--- config.mk ---
export PLATFORM = sky130hd
export DESIGN_NAME = gmfs_div
export DESIGN_NICKNAME = d
export VERILOG_FILES = /design/src/rtl/gmfs_div.sv
export SDC_FILE = /design/constraint.sdc
export NUM_CORES = 2
export LEC_CHECK = 0
export BUFFER_PORTS_ARGS = -buffer_cell sky130_fd_sc_hd__buf_2
export CORE_MARGIN = 5
export CORE_UTILIZATION = 35
export DETAILED_ROUTE_END_ITERATION = 6
export PLACE_DENSITY = 0.59
export SYNTH_ARGS = -nofsm -noshare
export SYNTH_HDL_FRONTEND = slang
export SYNTH_SLANG_ARGS = --single-unit
--- constraint.sdc ---
create_clock -name clk -period 3.85 [get_ports clk]
set_clock_uncertainty 0.05 [all_clocks]
set_input_delay 0.385 -clock clk [delete_from_list [all_inputs] [get_ports clk]]
set_output_delay 0.385 -clock clk [all_outputs]
set_load 0.005 [all_outputs]
--- src/rtl/gmfs_div.sv ---
// Pipelined restoring divider, one quotient bit per stage.
// Depends on nothing; stage enables come from the top level.
`default_nettype none
module gmfs_div #(
  parameter int DW = 25,
  parameter int QW = 16
) (
  input  wire logic             clk,
  input  wire logic [QW-1:0]    en,
  input  wire logic [QW+DW-1:0] num,
  input  wire logic [DW-1:0]    den,
  output logic      [QW-1:0]    quo
);

  localparam int NW = QW + DW;

  logic [NW-1:0] rem [QW-1];
  logic [DW-1:0] dr  [QW-1];
  logic [QW-1:0] q   [QW];

  for (genvar j = 0; j < QW; j++) begin : g_stage
    logic [NW-1:0] rem_in;
    logic [DW-1:0] den_in;
    logic [QW-1:0] q_in;
    logic [NW-1:0] trial;
    logic          take;

    if (j == 0) begin : g_first
      assign rem_in = num;
      assign den_in = den;
      assign q_in   = '0;
    end else begin : g_next
      assign rem_in = rem[j-1];
      assign den_in = dr[j-1];
      assign q_in   = q[j-1];
    end

    assign trial = NW'(den_in) << (QW - 1 - j);
    assign take  = rem_in >= trial;

    always_ff @(posedge clk) begin
      if (en[j]) q[j] <= {q_in[QW-2:0], take};
    end

    if (j < QW - 1) begin : g_carry
      always_ff @(posedge clk) begin
        if (en[j]) begin
          rem[j] <= take ? rem_in - trial : rem_in;
          dr[j]  <= den_in;
        end
      end
    end
  end

  assign quo = q[QW-1];

endmodule
`default_nettype wire

; Yosys cells after proc, flatten, opt, wreduce, memory -nomap -nowiden
; Memories as Yosys holds them, arrays and structs flattened.
; Index checks and enable logic that the tools add are counted.
[totals]
ff_bits = 0
ram_bits = 1246
inputBits = 83
out_inout_bits = 16
n_memories = 3
[op_classes]
addsub = 15
magnitude_cmp = 16
n_mux = 47
[memory_table]
columns = name, depth, width, rd, rd_clocked_by_memory_dff, wr, line
row1 = rem, 15, 41, 15, 0, 15, 17  ; logic [NW-1:0] rem [QW-1];
row2 = dr, 15, 25, 15, 0, 15, 18  ; logic [DW-1:0] dr [QW-1];
row3 = q, 16, 16, 16, 0, 16, 19  ; logic [QW-1:0] q [QW];
[op_table]
columns = operator, count
row1 = 41-bit two-way mux, 15
row2 = 41-bit by 25-bit greater-or-equal comparator with 1-bit output, 1
row3 = 41-bit by 26-bit greater-or-equal comparator with 1-bit output, 1
row4 = 41-bit by 27-bit greater-or-equal comparator with 1-bit output, 1
row5 = 41-bit by 28-bit greater-or-equal comparator with 1-bit output, 1
row6 = 41-bit by 29-bit greater-or-equal comparator with 1-bit output, 1
row7 = 41-bit by 30-bit greater-or-equal comparator with 1-bit output, 1
row8 = 41-bit by 31-bit greater-or-equal comparator with 1-bit output, 1
row9 = 41-bit by 32-bit greater-or-equal comparator with 1-bit output, 1
row10 = 41-bit by 33-bit greater-or-equal comparator with 1-bit output, 1
row11 = 41-bit by 34-bit greater-or-equal comparator with 1-bit output, 1
row12 = 41-bit by 35-bit greater-or-equal comparator with 1-bit output, 1
row13 = 41-bit by 36-bit greater-or-equal comparator with 1-bit output, 1
row14 = 41-bit by 37-bit greater-or-equal comparator with 1-bit output, 1
row15 = 41-bit by 38-bit greater-or-equal comparator with 1-bit output, 1
row16 = 41-bit by 39-bit greater-or-equal comparator with 1-bit output, 1
row17 = 41-bit by 40-bit greater-or-equal comparator with 1-bit output, 1
row18 = 41-bit by 26-bit subtractor with 41-bit output, 1
row19 = 41-bit by 27-bit subtractor with 41-bit output, 1
row20 = 41-bit by 28-bit subtractor with 41-bit output, 1
row21 = 41-bit by 29-bit subtractor with 41-bit output, 1
row22 = 41-bit by 30-bit subtractor with 41-bit output, 1
row23 = 41-bit by 31-bit subtractor with 41-bit output, 1
row24 = 41-bit by 32-bit subtractor with 41-bit output, 1
row25 = other kinds (9), 40

; Logic depth before layout (Yosys ltp)
; An unclocked memory read counts as a cell.
[logic_depth]
word_depth = 3
ltp_mapped = 15

; Worst setup path before layout
; No wires, ideal clock.
[synth_path]
path_type = reg2reg
start = mem rem[0][214] (netlist bit)
end = mem rem[0][256] (netlist bit) (data pin)
setup_ps = 260
t_arrival_ps = 3554
path_slack_ps = -14
path_stages_with_launch = 15
path_buffers = 2
cell_sequence = edfxtp_1 > inv_1 > ha_1 > inv_1 > fa_1 > a211oi_1 > o211ai_1 > a41oi_1 > o21ai_0 > o2111a_1 > a31o_2 > a31oi_1 > clkbuf_1 > clkbuf_1 > mux2_2
[synth_rtl]
columns = element, line
row1 = from (decl), 17

==> key figures <==
Detailed routing
  • TritonRoute pass-1 iters: 6
  • Routed via count: 42590
  • Final ANT Viol Nets: 0
  • DR iter-0 viols: 2301
  • Drt drc: 0
  • Final wirelength: 153200 um
  • Wirelength per Cell: 18.29 um
  • Drt via density: 5.085

Job
  • Max-Cap Viols: 0

Yosys
  • Mapped Nets: 6005
  • Largest family of logic cells by synthesized area: compound AO/OA/AOI/OAI gates
  • Synth Area in Simple Gates: approximately 11%
  • Synth Area in Adders: roughly 8.6%
  • Unique masters post-synth: 83
  • Multiplexer share of the synthesized area: between 1 and 1.5%
  • Post-Syn Area: roughly 60000 um^2
  • Top cell type's share of synthesized area: 54.75%
  • #FFs+latches synth: between 1000 and 1500
  • Synth Flop Type: edfxtp_1
  • Post-synthesis sequential area ratio: between 50 and 60%
  • Async SR Flop Fraction: 0%
  • Synth top area cells: edfxtp_1, ha_1, a21oi_1
  • Mapped Cells: 5507
  • Avg Cell Area, Syn: approximately 11 um^2
  • Post-synth EDFFs: 1126
  • Synth warnings: 0
  • Largest area contributor in the netlist: edfxtp_1
  • Compound-Gate Fraction of Synth Area: 14.30%
  • Post-Synth XOR/XNOR Area: under 10%

Pwr
  • Power Dens Cells: between 700 and 800 nW/um^2
  • Peak supply drop: 0.4366 mV
  • Static Leak: 28.20 nW

Worst setup path
  • CP peak stage delay: ~0.55 ns
  • Worst Path Required: approximately 4.3 ns
  • Crit-path cells: or4_1 -> or3_1 -> or4_1 -> or4_4 -> a31oi_4 -> o31a_4 -> inv_2 -> buf_12 -> mux2_4
  • Worst setup SP type: flip-flop
  • Crit. End Element: flip-flop
  • R2R cell count: 9
  • Worst-path maximum fanout: 40
  • Flop2flop setup slack: about 0.11 ns
  • CP top delay family: simple AND/OR/NAND/NOR gates
  • Setup CP Type: reg -> reg
  • Levels on crit path: 9
  • CP arrival: approximately 4.2 ns
  • Critical Path Slowest Stage Cell: or4_1
  • Top cell by count, worst path: or4_1
  • Buf/Inv on CP: 2

CTS
  • Clk slew on worst S/H paths: 0.05 ns
  • Worst-Skew Late Latency: a little under 0.8 ns
  • Root Driver: clkbuf_16
  • CTS Buf Count: between 100 and 150
  • Clock Sinks: 1126
  • CTS tree: done
  • Clock tree buffer depth: 3
  • H-tree depth: 3

Global routing
  • Largest net degree at the start of global routing: roughly 80
  • Gr usage total: 16.12%
  • GR peak layer: met2
  • Grt ovf: 0
  • Vias in the first global route: 43380
  • Initial antenna violation count: 2
  • GRT met3 Usage: 2.080%
  • M2 GR Usage: between 30% and 40%
  • First-pass GRT wire length: 236100 um
  • Global Route met1 Usage: 16.01%

Floorplanning
  • Die height: 430.1 um
  • Die Width: 430.1 um
  • # rows: 154
  • Ports: 99
  • Core Region: 175900 um^2
  • Die ar.: 185000 um^2
  • Starting Density: 35.11%

Final layout
  • Layout cells sized above 1: 11.32%
  • Area growth, synth to finish: 16.36%
  • Fillers: ~17000
  • Post-route design area: 71860 um^2
  • Nets: 6436
  • Non-filler cells, final: 8376

Placed design
  • Buffers on Ports: 98
  • Post-DP HPWL: 121900 um
  • Dpl cells: 8080
  • Area after DPL: 66960 um^2
  • Routability congestion estimate: 0.9622

Timing
  • Setup violators final: 0
  • Final Hold Fails: 0
  • Worst Max-Slew Pin Slew: 1.018 ns
  • Tcrit/Tclk final: between 90% and 100%
  • RSZ-0062 raised after global routing: false
  • Slew headroom: around 32%
  • Fmax achieved: around 270 MHz
  • Slew Viols, Final: 0
  • Final min period: 3.737 ns

Status
  • Status: completed

Hold path
  • Hold depth: 1
  • Worst min-delay path class: in -> reg
## cells in the final DEF, fill, tap and decap left out, types with 27 or more instances in the layout
cell type	netlist	routed
clkbuf_16	0	123
a31oi_1	40	36
dlygate4sd3_1	0	66
a211oi_1	45	42
ha_1	400	400
nor3_1	74	74
a21o_1	158	158
buf_4	0	264
or3_1	30	30
nor4_1	59	59
xor2_1	196	196
o21bai_1	52	52
o31ai_1	33	32
o21ai_0	403	400
a21oi_1	445	442
edfxtp_1	1126	1126
nand2b_1	70	69
buf_2	5	93
nand4_1	80	80
nor2b_1	54	53
mux2_2	59	59
and3_1	27	27
inv_1	511	510
o211ai_1	34	34
o21a_1	52	52
nor2_1	333	333
nand3_1	74	74
nand2_1	450	450
xnor2_1	232	232
## power by group
group          internal (mW)  total, mW  switching (mW)
clock                   6.95       11.9            4.91
sequential              17.5       19.5            1.97
combinational           9.14       20.8            11.6
total                   33.6       52.1            18.5
## stage by stage
stage / setup slack, ns / utilization, % / setup TNS [ns] / power [mW] / hold WS [ns]
2_1_floorplan: 0.05908 / - / 0 / 33.45 / 0.3503
3_3_place_gp: -0.09680 / 38.06 / -0.1959 / 39.88 / 0.3522
3_5_place_dp: -0.07182 / 38.06 / -0.2392 / 40.11 / 0.3545
4_1_cts: 0.01653 / 40.76 / 0 / 52.27 / 0.008913
5_1_grt: 0.004151 / 40.85 / 0 / 55.41 / 0.03247
6_report: 0.1131 / 40.85 / 0 / 52.09 / 0.06931
## cells in the mapped netlist, drive strengths merged, types with 41 or more instances
| master | count |
|---|---|
| nand2 | 450 |
| a211oi | 45 |
| xor2 | 196 |
| mux2 | 67 |
| nor2 | 333 |
| a21oi | 445 |
| nand3 | 74 |
| inv | 513 |
| nand2b | 70 |
| edfxtp | 1126 |
| nand4 | 80 |
| nor4 | 59 |
| o21ai | 404 |
| ha | 400 |
| nor3 | 74 |
| o21a | 52 |
| xnor2 | 232 |
| a31oi | 41 |
| o21bai | 52 |
| nor2b | 54 |
| a21o | 158 |
| clkbuf | 116 |
## registers in the layout (all words and copies together) (netlist names)
signal,cells
rem,615
dr,375
q,136
## logic make-up (layout without fill, tap and decap cells)
group	after synthesis	in the layout
flops	1126	1126
compound gates	1429	1429
buf+inv	646	1174
fa+ha+maj	415	415
mux	73	73
xor+xnor	428	428
other cells	0	1
simple gates	1390	1390
## worst paths after layout
path | from | to
max | rem[1][198]$_DFFE_PP_ | rem[1][213]$_DFFE_PP_
min | en[15] | q[15][2]$_DFFE_PP_
max reg2reg | rem[1][198]$_DFFE_PP_ | rem[1][213]$_DFFE_PP_
min reg2reg | q[5][4]$_DFFE_PP_ | q[6][5]$_DFFE_PP_
## area by class of cell
class                           count  area (um^2)  share of cell area, %
Sequential cell                  1126        33810                  47.05
Multi-Input combinational cell   3735        25670                  35.72
Timing Repair Buffer              440         3440                  4.786
Clock buffer                      139         3117                  4.337
Tap cell                         2340         2928                  4.074
Inverter                          514         1929                  2.685
Clock inverter                     81        968.4                  1.348
Antenna cell                        1        2.502               0.003482
## layer usage
layer  wire, um  vias to the layer above
met3       4836                      385
li1           -                    21130
met4       9697                        0
met2      83840                      969
met1      54830                    20100
met5          0                        -
## repair_timing
| item | CTS | global route |
|---|---|---|
| setup buffers | 0 | 8 |
| pin swaps | 1 | 8 |
| hold buffers | 66 | 0 |
| endpoints found under the setup margin | 7 | 59 |
| gates resized for setup | 2 | 19 |
| gates cloned | 0 | 1 |
| hold endpoints to repair | 66 | 0 |
Note: power is estimated with default switching activity, not from simulation.
